[src/sv/mbss_pkg.sv]
`timescale 1ns / 1ps
// mbss_pkg: shared types, constants and the masked compare for the signature scan
// used by mbss_match and masked_byte_signature_scan_top; no dependencies
package mbss_pkg;

    localparam int MAX_SIG_BYTES = 8;
    localparam int NUM_SIGS      = 2;
    localparam int BYTE_W        = 8;
    localparam int ADDR_W        = 64;
    localparam int LEN_W         = 4;
    localparam int BYTE_IDX_W    = $clog2(MAX_SIG_BYTES);
    localparam int SIG_IDX_W     = 1;
    localparam int CFG_IDX_W     = 3;

    localparam logic [CFG_IDX_W-1:0] CFG_SIG0_BYTES  = 3'd0;
    localparam logic [CFG_IDX_W-1:0] CFG_SIG0_CARE   = 3'd1;
    localparam logic [CFG_IDX_W-1:0] CFG_SIG0_LENGTH = 3'd2;
    localparam logic [CFG_IDX_W-1:0] CFG_SIG1_BYTES  = 3'd3;
    localparam logic [CFG_IDX_W-1:0] CFG_SIG1_CARE   = 3'd4;
    localparam logic [CFG_IDX_W-1:0] CFG_SIG1_LENGTH = 3'd5;
    localparam logic [CFG_IDX_W-1:0] CFG_REGION_BASE = 3'd6;

    typedef logic [MAX_SIG_BYTES-1:0][BYTE_W-1:0] recent_t;

    typedef struct packed {
        logic [MAX_SIG_BYTES*BYTE_W-1:0] sig_bytes;
        logic [MAX_SIG_BYTES-1:0]        care;
        logic [LEN_W-1:0]                length;
    } sig_cfg_t;

    // length clamped to the window size
    function automatic logic [LEN_W-1:0] sat_len(input logic [LEN_W-1:0] length);
        logic [LEN_W-1:0] len;
        len = length;
        if (length > LEN_W'(MAX_SIG_BYTES))
        begin
            len = LEN_W'(MAX_SIG_BYTES);
        end
        return len;
    endfunction

    // recent[0] is the newest byte; signature byte j lines up with recent[len-1-j]
    function automatic logic sig_match(
        input recent_t           recent,
        input sig_cfg_t          cfg,
        input logic [ADDR_W-1:0] count
    );
        logic [LEN_W-1:0] len;
        logic [LEN_W-1:0] idx;
        logic             hit;
        len = sat_len(cfg.length);
        hit = (len != '0) && (count >= ADDR_W'(len));
        for (int j = 0; j < MAX_SIG_BYTES; j++)
        begin
            idx = len - LEN_W'(1) - LEN_W'(j);
            if ((LEN_W'(j) < len) && cfg.care[j] &&
                (recent[idx[BYTE_IDX_W-1:0]] != cfg.sig_bytes[BYTE_W*j +: BYTE_W]))
            begin
                hit = 1'b0;
            end
        end
        return hit;
    endfunction

endpackage

[src/sv/masked_byte_signature_scan_top.sv]
`timescale 1ns / 1ps
// masked_byte_signature_scan_top: byte stream scan for two masked signatures
// holds the configuration registers, byte window, count and result buffer
// uses mbss_pkg and mbss_match
//
// usage:
//   s_axis carries one memory byte per transaction in tdata[7:0]; tuser set marks
//   the first byte of a new region and restarts the byte count.
//   m_axis carries one hit per transaction: tdata is the start address of the
//   match (region base plus offset, wrapping), tuser the signature index, tlast
//   marks the last hit caused by one byte. hits of one byte come in index order.
//   cfg writes one register per transaction (index 0..6, others ignored) and is
//   always ready; write only while no byte is in flight.
//   a hit moves through input register, compare register and result buffer.
//   throughput: one byte per cycle while m_axis takes every hit and each byte
//   gives at most one hit; a byte that hits both signatures holds the result
//   buffer until both hits are taken.
//   when m_axis stalls the three stages fill and then s_axis tready drops.
//   reset clears configuration, window, byte count and all valid flags.
module masked_byte_signature_scan_top (
    input  logic                                clk,
    input  logic                                rst_n,
    input  logic                                s_axis_tvalid,
    output logic                                s_axis_tready,
    input  logic [7:0]                          s_axis_tdata,   // mem_byte
    input  logic                                s_axis_tuser,   // region_start
    output logic                                m_axis_tvalid,
    input  logic                                m_axis_tready,
    output logic [mbss_pkg::ADDR_W-1:0]         m_axis_tdata,   // hit_address
    output logic [mbss_pkg::SIG_IDX_W-1:0]      m_axis_tuser,   // sig_index
    output logic                                m_axis_tlast,   // run_end
    input  logic                                cfg_valid,
    output logic                                cfg_ready,
    input  logic [mbss_pkg::CFG_IDX_W-1:0]      cfg_index,
    input  logic [mbss_pkg::ADDR_W-1:0]         cfg_data
);

    mbss_pkg::sig_cfg_t [mbss_pkg::NUM_SIGS-1:0]            sig_cfg_reg;
    logic [mbss_pkg::ADDR_W-1:0]                            region_base_reg;

    logic [mbss_pkg::MAX_SIG_BYTES-2:0][mbss_pkg::BYTE_W-1:0] window_reg;
    logic [mbss_pkg::ADDR_W-1:0]                            bytes_seen_reg;
    logic [mbss_pkg::ADDR_W-1:0]                            bytes_seen_next;

    logic                                                   s1_valid_reg;
    mbss_pkg::recent_t                                      s1_recent_reg;
    logic [mbss_pkg::ADDR_W-1:0]                            s1_count_reg;

    logic                                                   s2_valid;
    logic [mbss_pkg::NUM_SIGS-1:0]                          s2_hit;
    logic [mbss_pkg::NUM_SIGS-1:0][mbss_pkg::ADDR_W-1:0]    s2_offset;

    logic [mbss_pkg::NUM_SIGS-1:0]                          pend_valid_reg;
    logic [mbss_pkg::NUM_SIGS-1:0][mbss_pkg::ADDR_W-1:0]    pend_addr_reg;

    logic                                                   s_fire;
    logic                                                   m_fire;
    logic                                                   pend_free;
    logic                                                   pend_load;
    logic                                                   s2_en;
    logic                                                   s1_en;
    logic [mbss_pkg::SIG_IDX_W-1:0]                         sel;

    // configuration port
    assign cfg_ready = 1'b1;

    always_ff @(posedge clk or negedge rst_n)
    begin
        if (!rst_n)
        begin
            sig_cfg_reg     <= '0;
            region_base_reg <= '0;
        end
        else if (cfg_valid && cfg_ready)
        begin
            unique case (cfg_index)
                mbss_pkg::CFG_SIG0_BYTES:  sig_cfg_reg[0].sig_bytes <= cfg_data;
                mbss_pkg::CFG_SIG0_CARE:   sig_cfg_reg[0].care      <= cfg_data[7:0];
                mbss_pkg::CFG_SIG0_LENGTH: sig_cfg_reg[0].length    <= cfg_data[3:0];
                mbss_pkg::CFG_SIG1_BYTES:  sig_cfg_reg[1].sig_bytes <= cfg_data;
                mbss_pkg::CFG_SIG1_CARE:   sig_cfg_reg[1].care      <= cfg_data[7:0];
                mbss_pkg::CFG_SIG1_LENGTH: sig_cfg_reg[1].length    <= cfg_data[3:0];
                mbss_pkg::CFG_REGION_BASE: region_base_reg          <= cfg_data;
                default: ;
            endcase
        end
    end

    // flow control
    assign s_fire    = s_axis_tvalid && s_axis_tready;
    assign m_fire    = m_axis_tvalid && m_axis_tready;
    assign pend_free = (pend_valid_reg == '0) || (($countones(pend_valid_reg) == 1) && m_fire);
    assign pend_load = s2_valid && pend_free;
    assign s2_en     = !s2_valid || pend_free;
    assign s1_en     = !s1_valid_reg || s2_en;
    assign s_axis_tready = s1_en;

    // byte count, restarted at one at region start, saturating
    always_comb
    begin
        if (s_axis_tuser)
        begin
            bytes_seen_next = mbss_pkg::ADDR_W'(1);
        end
        else if (bytes_seen_reg == '1)
        begin
            bytes_seen_next = bytes_seen_reg;
        end
        else
        begin
            bytes_seen_next = bytes_seen_reg + mbss_pkg::ADDR_W'(1);
        end
    end

    always_ff @(posedge clk or negedge rst_n)
    begin
        if (!rst_n)
        begin
            window_reg     <= '0;
            bytes_seen_reg <= '0;
        end
        else if (s_fire)
        begin
            window_reg     <= {window_reg[mbss_pkg::MAX_SIG_BYTES-3:0], s_axis_tdata};
            bytes_seen_reg <= bytes_seen_next;
        end
    end

    // input register
    always_ff @(posedge clk or negedge rst_n)
    begin
        if (!rst_n)
        begin
            s1_valid_reg <= 1'b0;
        end
        else if (s1_en)
        begin
            s1_valid_reg <= s_fire;
        end
    end

    always_ff @(posedge clk)
    begin
        if (s_fire)
        begin
            s1_recent_reg <= {window_reg, s_axis_tdata};
            s1_count_reg  <= bytes_seen_next;
        end
    end

    mbss_match u_match (
        .clk             (clk),
        .rst_n           (rst_n),
        .load            (s2_en),
        .item_valid      (s1_valid_reg),
        .recent          (s1_recent_reg),
        .count           (s1_count_reg),
        .sig_cfg         (sig_cfg_reg),
        .match_valid_reg (s2_valid),
        .hit_reg         (s2_hit),
        .offset_reg      (s2_offset)
    );

    // result buffer, one entry per signature
    always_ff @(posedge clk or negedge rst_n)
    begin
        if (!rst_n)
        begin
            pend_valid_reg <= '0;
        end
        else if (pend_load)
        begin
            pend_valid_reg <= s2_hit;
        end
        else if (m_fire)
        begin
            pend_valid_reg[sel] <= 1'b0;
        end
    end

    always_ff @(posedge clk)
    begin
        if (pend_load)
        begin
            for (int k = 0; k < mbss_pkg::NUM_SIGS; k++)
            begin
                pend_addr_reg[k] <= region_base_reg + s2_offset[k];
            end
        end
    end

    // lowest pending index goes first
    always_comb
    begin
        sel = '0;
        for (int k = mbss_pkg::NUM_SIGS - 1; k >= 0; k--)
        begin
            if (pend_valid_reg[k])
            begin
                sel = mbss_pkg::SIG_IDX_W'(k);
            end
        end
    end

    assign m_axis_tvalid = |pend_valid_reg;
    assign m_axis_tdata  = pend_addr_reg[sel];
    assign m_axis_tuser  = sel;
    assign m_axis_tlast  = ($countones(pend_valid_reg) == 1);

    // two pending hits: the first taken leaves only the higher index
    assert property (@(posedge clk) disable iff (!rst_n)
        (pend_valid_reg == '1) && m_fire |=> (pend_valid_reg == 2'b10))
        else $error("second hit lost or repeated");

    // a hit that is not the last of its byte is always signature 0
    assert property (@(posedge clk) disable iff (!rst_n)
        m_fire && !m_axis_tlast |-> (m_axis_tuser == '0))
        else $error("hits of one byte out of index order");

    // every accepted byte leaves a nonzero count
    assert property (@(posedge clk) disable iff (!rst_n)
        s_fire |=> (bytes_seen_reg != '0))
        else $error("byte count zero after a byte");

    // the buffer is never overwritten while a hit it holds is still owed
    assert property (@(posedge clk) disable iff (!rst_n)
        pend_load |-> (pend_valid_reg == '0) || (m_fire && m_axis_tlast))
        else $error("result buffer overwritten");

endmodule

[src/sv/mbss_match.sv]
`timescale 1ns / 1ps
// mbss_match: masked compare of the byte window against every signature
// registers hit flags and region offsets of the match starts; uses mbss_pkg
module mbss_match (
    input  logic                                           clk,
    input  logic                                           rst_n,
    input  logic                                           load,
    input  logic                                           item_valid,
    input  mbss_pkg::recent_t                              recent,
    input  logic [mbss_pkg::ADDR_W-1:0]                    count,
    input  mbss_pkg::sig_cfg_t [mbss_pkg::NUM_SIGS-1:0]    sig_cfg,
    output logic                                           match_valid_reg,
    output logic [mbss_pkg::NUM_SIGS-1:0]                  hit_reg,
    output logic [mbss_pkg::NUM_SIGS-1:0][mbss_pkg::ADDR_W-1:0] offset_reg
);

    logic [mbss_pkg::NUM_SIGS-1:0]                       hit_next;
    logic [mbss_pkg::NUM_SIGS-1:0][mbss_pkg::ADDR_W-1:0] offset_next;

    always_comb
    begin
        for (int k = 0; k < mbss_pkg::NUM_SIGS; k++)
        begin
            hit_next[k]    = mbss_pkg::sig_match(recent, sig_cfg[k], count);
            offset_next[k] = count - mbss_pkg::ADDR_W'(mbss_pkg::sat_len(sig_cfg[k].length));
        end
    end

    always_ff @(posedge clk or negedge rst_n)
    begin
        if (!rst_n)
        begin
            match_valid_reg <= 1'b0;
        end
        else if (load)
        begin
            match_valid_reg <= item_valid;
        end
    end

    always_ff @(posedge clk)
    begin
        if (load && item_valid)
        begin
            hit_reg    <= hit_next;
            offset_reg <= offset_next;
        end
    end

endmodule

[config.mk]
export PLATFORM = sky130hd
export DESIGN_NAME = masked_byte_signature_scan_top
export DESIGN_NICKNAME = d
export VERILOG_FILES = /design/src/sv/mbss_pkg.sv /design/src/sv/masked_byte_signature_scan_top.sv /design/src/sv/mbss_match.sv
export SDC_FILE = /design/constraint.sdc
export NUM_CORES = 2
export LEC_CHECK = 0
export ABC_AREA = 1
export BUFFER_PORTS_ARGS = -buffer_cell sky130_fd_sc_hd__clkbuf_2
export CAP_MARGIN = 10
export CORE_MARGIN = 3
export CORE_UTILIZATION = 45
export DETAILED_ROUTE_END_ITERATION = 10
export PLACE_DENSITY_LB_ADDON = 0.1
export SETUP_SLACK_MARGIN = 0.3
export SLEW_MARGIN = 40
export SYNTH_ARGS = -nofsm -noshare
export SYNTH_HDL_FRONTEND = slang
export SYNTH_SLANG_ARGS = --single-unit
[constraint.sdc]
create_clock -name clk -period 9 [get_ports clk]
set_input_delay 0.9 -clock clk [delete_from_list [all_inputs] [get_ports clk]]
set_output_delay 0.9 -clock clk [all_outputs]
set_load 0.05 [all_outputs]
==> results.json <==
{
  "outcome": "complete, no violations",
  "vias": 43677,
  "tightest_slew_ns": 0.865,
  "post_drt_wl_per_cell_um": 25.7,
  "cts_tree": "built",
  "first_global_vias": 40038,
  "post_cts_resized": 0,
  "layout_common_cells": "1,764 x nand2_1, 697 x nand3_1, 632 x inv_1",
  "critical_path_required_ns": 9.42,
  "initial_core_util_pct": 45.4,
  "swShare_pct": 48.6,
  "dieArea_sq_um": 107000,
  "synth.net_count": 6287,
  "synthCells": 6056,
  "ff_latch_area_sq_um": 20100,
  "grt.overflow.total": 0,
  "ys_types": 46,
  "hp-class": "input port to async pin",
  "internal_power_mw": 9.53,
  "synthesis.area_sq_um": 46300,
  "vias_per_cell": 5.76,
  "place_ws_ns": 4.31,
  "p_seq_share_pct": 33.4,
  "cts_buffer_depth": 3,
  "dp_hpwl_um": 158000,
  "fin_setup_tns_ns": 0,
  "largest_register_ffs": 152,
  "fin_crit_sh_pct": 53.1,
  "period_minus_slack_ns": 4.78,
  "vdd_drop_max_mv": 0.487,
  "setup_viol": 0,
  "first_pass_iters": 6,
  "core_sq_um": 102000,
  "grt_max_degree": 178,
  "startpoint": "sig_cfg_reg[79]",
  "r2r_cells": 17,
  "die_y_um": 327,
  "antenna_found_initial": 15,
  "path_clk_slew_ns": 0.06,
  "h-tree-depth": 3,
  "final_common_cell": "nand2_1",
  "cts-root-buf": "clkbuf_16",
  "hold_viol_final": 0,
  "synth.avg_cell_area_sq_um": 7.64,
  "io_buffers": 148,
  "wirelength_um": 195000,
  "clockPowerShare_pct": 18.8,
  "fin_nets": 6381,
  "post_cts_buffers": 0,
  "layout_setup_ws_ns": 4.22,
  "drtIter0Drc": 5750,
  "path_class": "register to register",
  "endpoint_kind": "register",
  "synthToLayoutAreaGrowth_pct": 10.7,
  "clock_latency_ns": 0.68,
  "yosysTopAreaCell": "edfxtp_1",
  "drive_above_1_share_pct": 7.11,
  "p_leak_nw": 23.1,
  "grt_util_all_layers_pct": 35.9,
  "slew_violations": 0,
  "slew_headroom_pct": 41.9,
  "yosysTopAreaCellShare_pct": 25.0,
  "cts_buffers": 80,
  "synth_area_leaders": "edfxtp_1 25%, dfrtp_1 18%, nand2_1 14%",
  "ys_seq_area_share_pct": 43.4,
  "combPwrFrac_pct": 47.8,
  "globalplace.congestion": 1.02,
  "drc": 0,
  "rsz0062_at_grt": "false",
  "row_count": 117,
  "power.density_nw_per_um2": 362,
  "max_freq_mhz": 209,
  "cts_hold_buffers": 0,
  "crit_fanout": 37,
  "fillerInstances": 10106,
  "clock_sink_count": 726,
  "grt_pass1_wl_um": 278000,
  "ys.warnings.count": 0,
  "maxCapViolations": 0,
  "startpoint_type": "register",
  "r2r-start": "sig_cfg_reg[79]",
  "ys_seq_elements": 726,
  "multi_input_area_sq_um": 23000,
  "die_w_um": 327,
  "switchingPower_mw": 9.01,
  "finClkSkew_ns": 0.0328,
  "cp.arrival_ns": 5.20,
  "ios": 150,
  "ant_nets": 0
}
==> logic make-up (layout without fill, tap and decap cells) <==
family	Yosys count	count (layout)	synth area share, %
simple gates	3192	3192	29.1
buf+inv	825	987	6.95
compound gates	818	818	9.50
flops	726	726	43.4
xor+xnor	280	280	5.33
fa+ha+maj	150	150	4.12
mux	64	64	1.56
other cells	1	2	0.00810
==> per-layer routing <==
layer / vias to the layer above / GRT usage, % / part of all wire (%)
met5: - / 0 / 0.023
met4: 6 / 10.6 / 3.3
met3: 282 / 8.77 / 11
met2: 2154 / 50.0 / 40
met1: 20932 / 54.6 / 46
li1: 20303 / - / -
==> layout make-up <==
type | count | area share (%)
clock buffer | 101 | 4.32
antenna | 1 | 0.00488
timing repair buffer | 184 | 2.16
sequential | 726 | 39.2
multi-input combinational | 4505 | 45.0
clock inverter | 49 | 1.18
inverter | 653 | 4.82
tap | 1368 | 3.34
==> worst max-delay path: stages, from the launching register on <==
cell	delay, ns
dfrtp_1	0.46
inv_2	0.55
nand2_1	0.11
buf_4	0.30
inv_2	0.55
fa_1	0.34
nor2_1	0.06
nor3_1	0.41
nand2_1	0.25
nor2_1	0.37
nand2_1	0.17
nor2_1	0.21
nand3_1	0.23
a21boi_0	0.23
nand2_1	0.10
nor2_1	0.04
nand2_1	0.08
nor2_1	0.04
==> through the flow <==
| stage | power [mW] | hold slack [ns] | utilization [%] | cell area [sq um] | cells |
|---|---|---|---|---|---|
| global placement | 14.8 | 0.427 | 47.4 | 48300 | 7433 |
| floorplan | 11.5 | 0.425 | - | 46300 | 6056 |
| finish | 18.5 | 0.202 | 50.3 | 51200 | 7587 |
| global route | 19.5 | 0.236 | 50.3 | 51200 | 7586 |
| CTS | 18.3 | 0.206 | 50.2 | 51200 | 7583 |
| detailed placement | 14.8 | 0.433 | 47.5 | 48400 | 7433 |
==> final timing paths <==
path,slack (ns),to
max,4.22,u_match.hit_reg[1]
min,0.20,window_reg[34]
max reg2reg,4.22,u_match.hit_reg[1]
min reg2reg,0.44,s1_recent_reg[40]
max in group asynchronous,7.53,bytes_seen_reg[34]
min in group clk,0.43,s1_recent_reg[7]
==> Yosys cell counts (all sizes together) <==
library cell,n
and3,9
clkinv,4
buf,65
o21ai,467
o22ai,1
a21boi,12
nand4,55
a21o,23
nand3,699
nor3,68
nor4,31
a211oi,4
a21oi,204
inv,649
o221ai,1
ha,146
conb,1
xor2,196
mux2,64
o2111ai,2
dfrtp,340
nor3b,5
xnor2,84
o21a,8
edfxtp,386
a31oi,63
o21bai,19
fa,4
o211ai,12
clkbuf,107
nand2,1769
or2,16
nor2,487
nand3b,53
a221oi,2
==> power groups by stage <==
stage	sequential [mW]	combinational, mW	clock (mW)
5_1_grt	6.21	9.60	3.68
4_1_cts	6.11	8.63	3.55
3_3_place_gp	6.15	8.60	0
3_5_place_dp	6.16	8.60	0
6_report	6.19	8.85	3.49
2_1_floorplan	5.49	6.03	0
No activity file was read; power rests on OpenSTA's default activity.
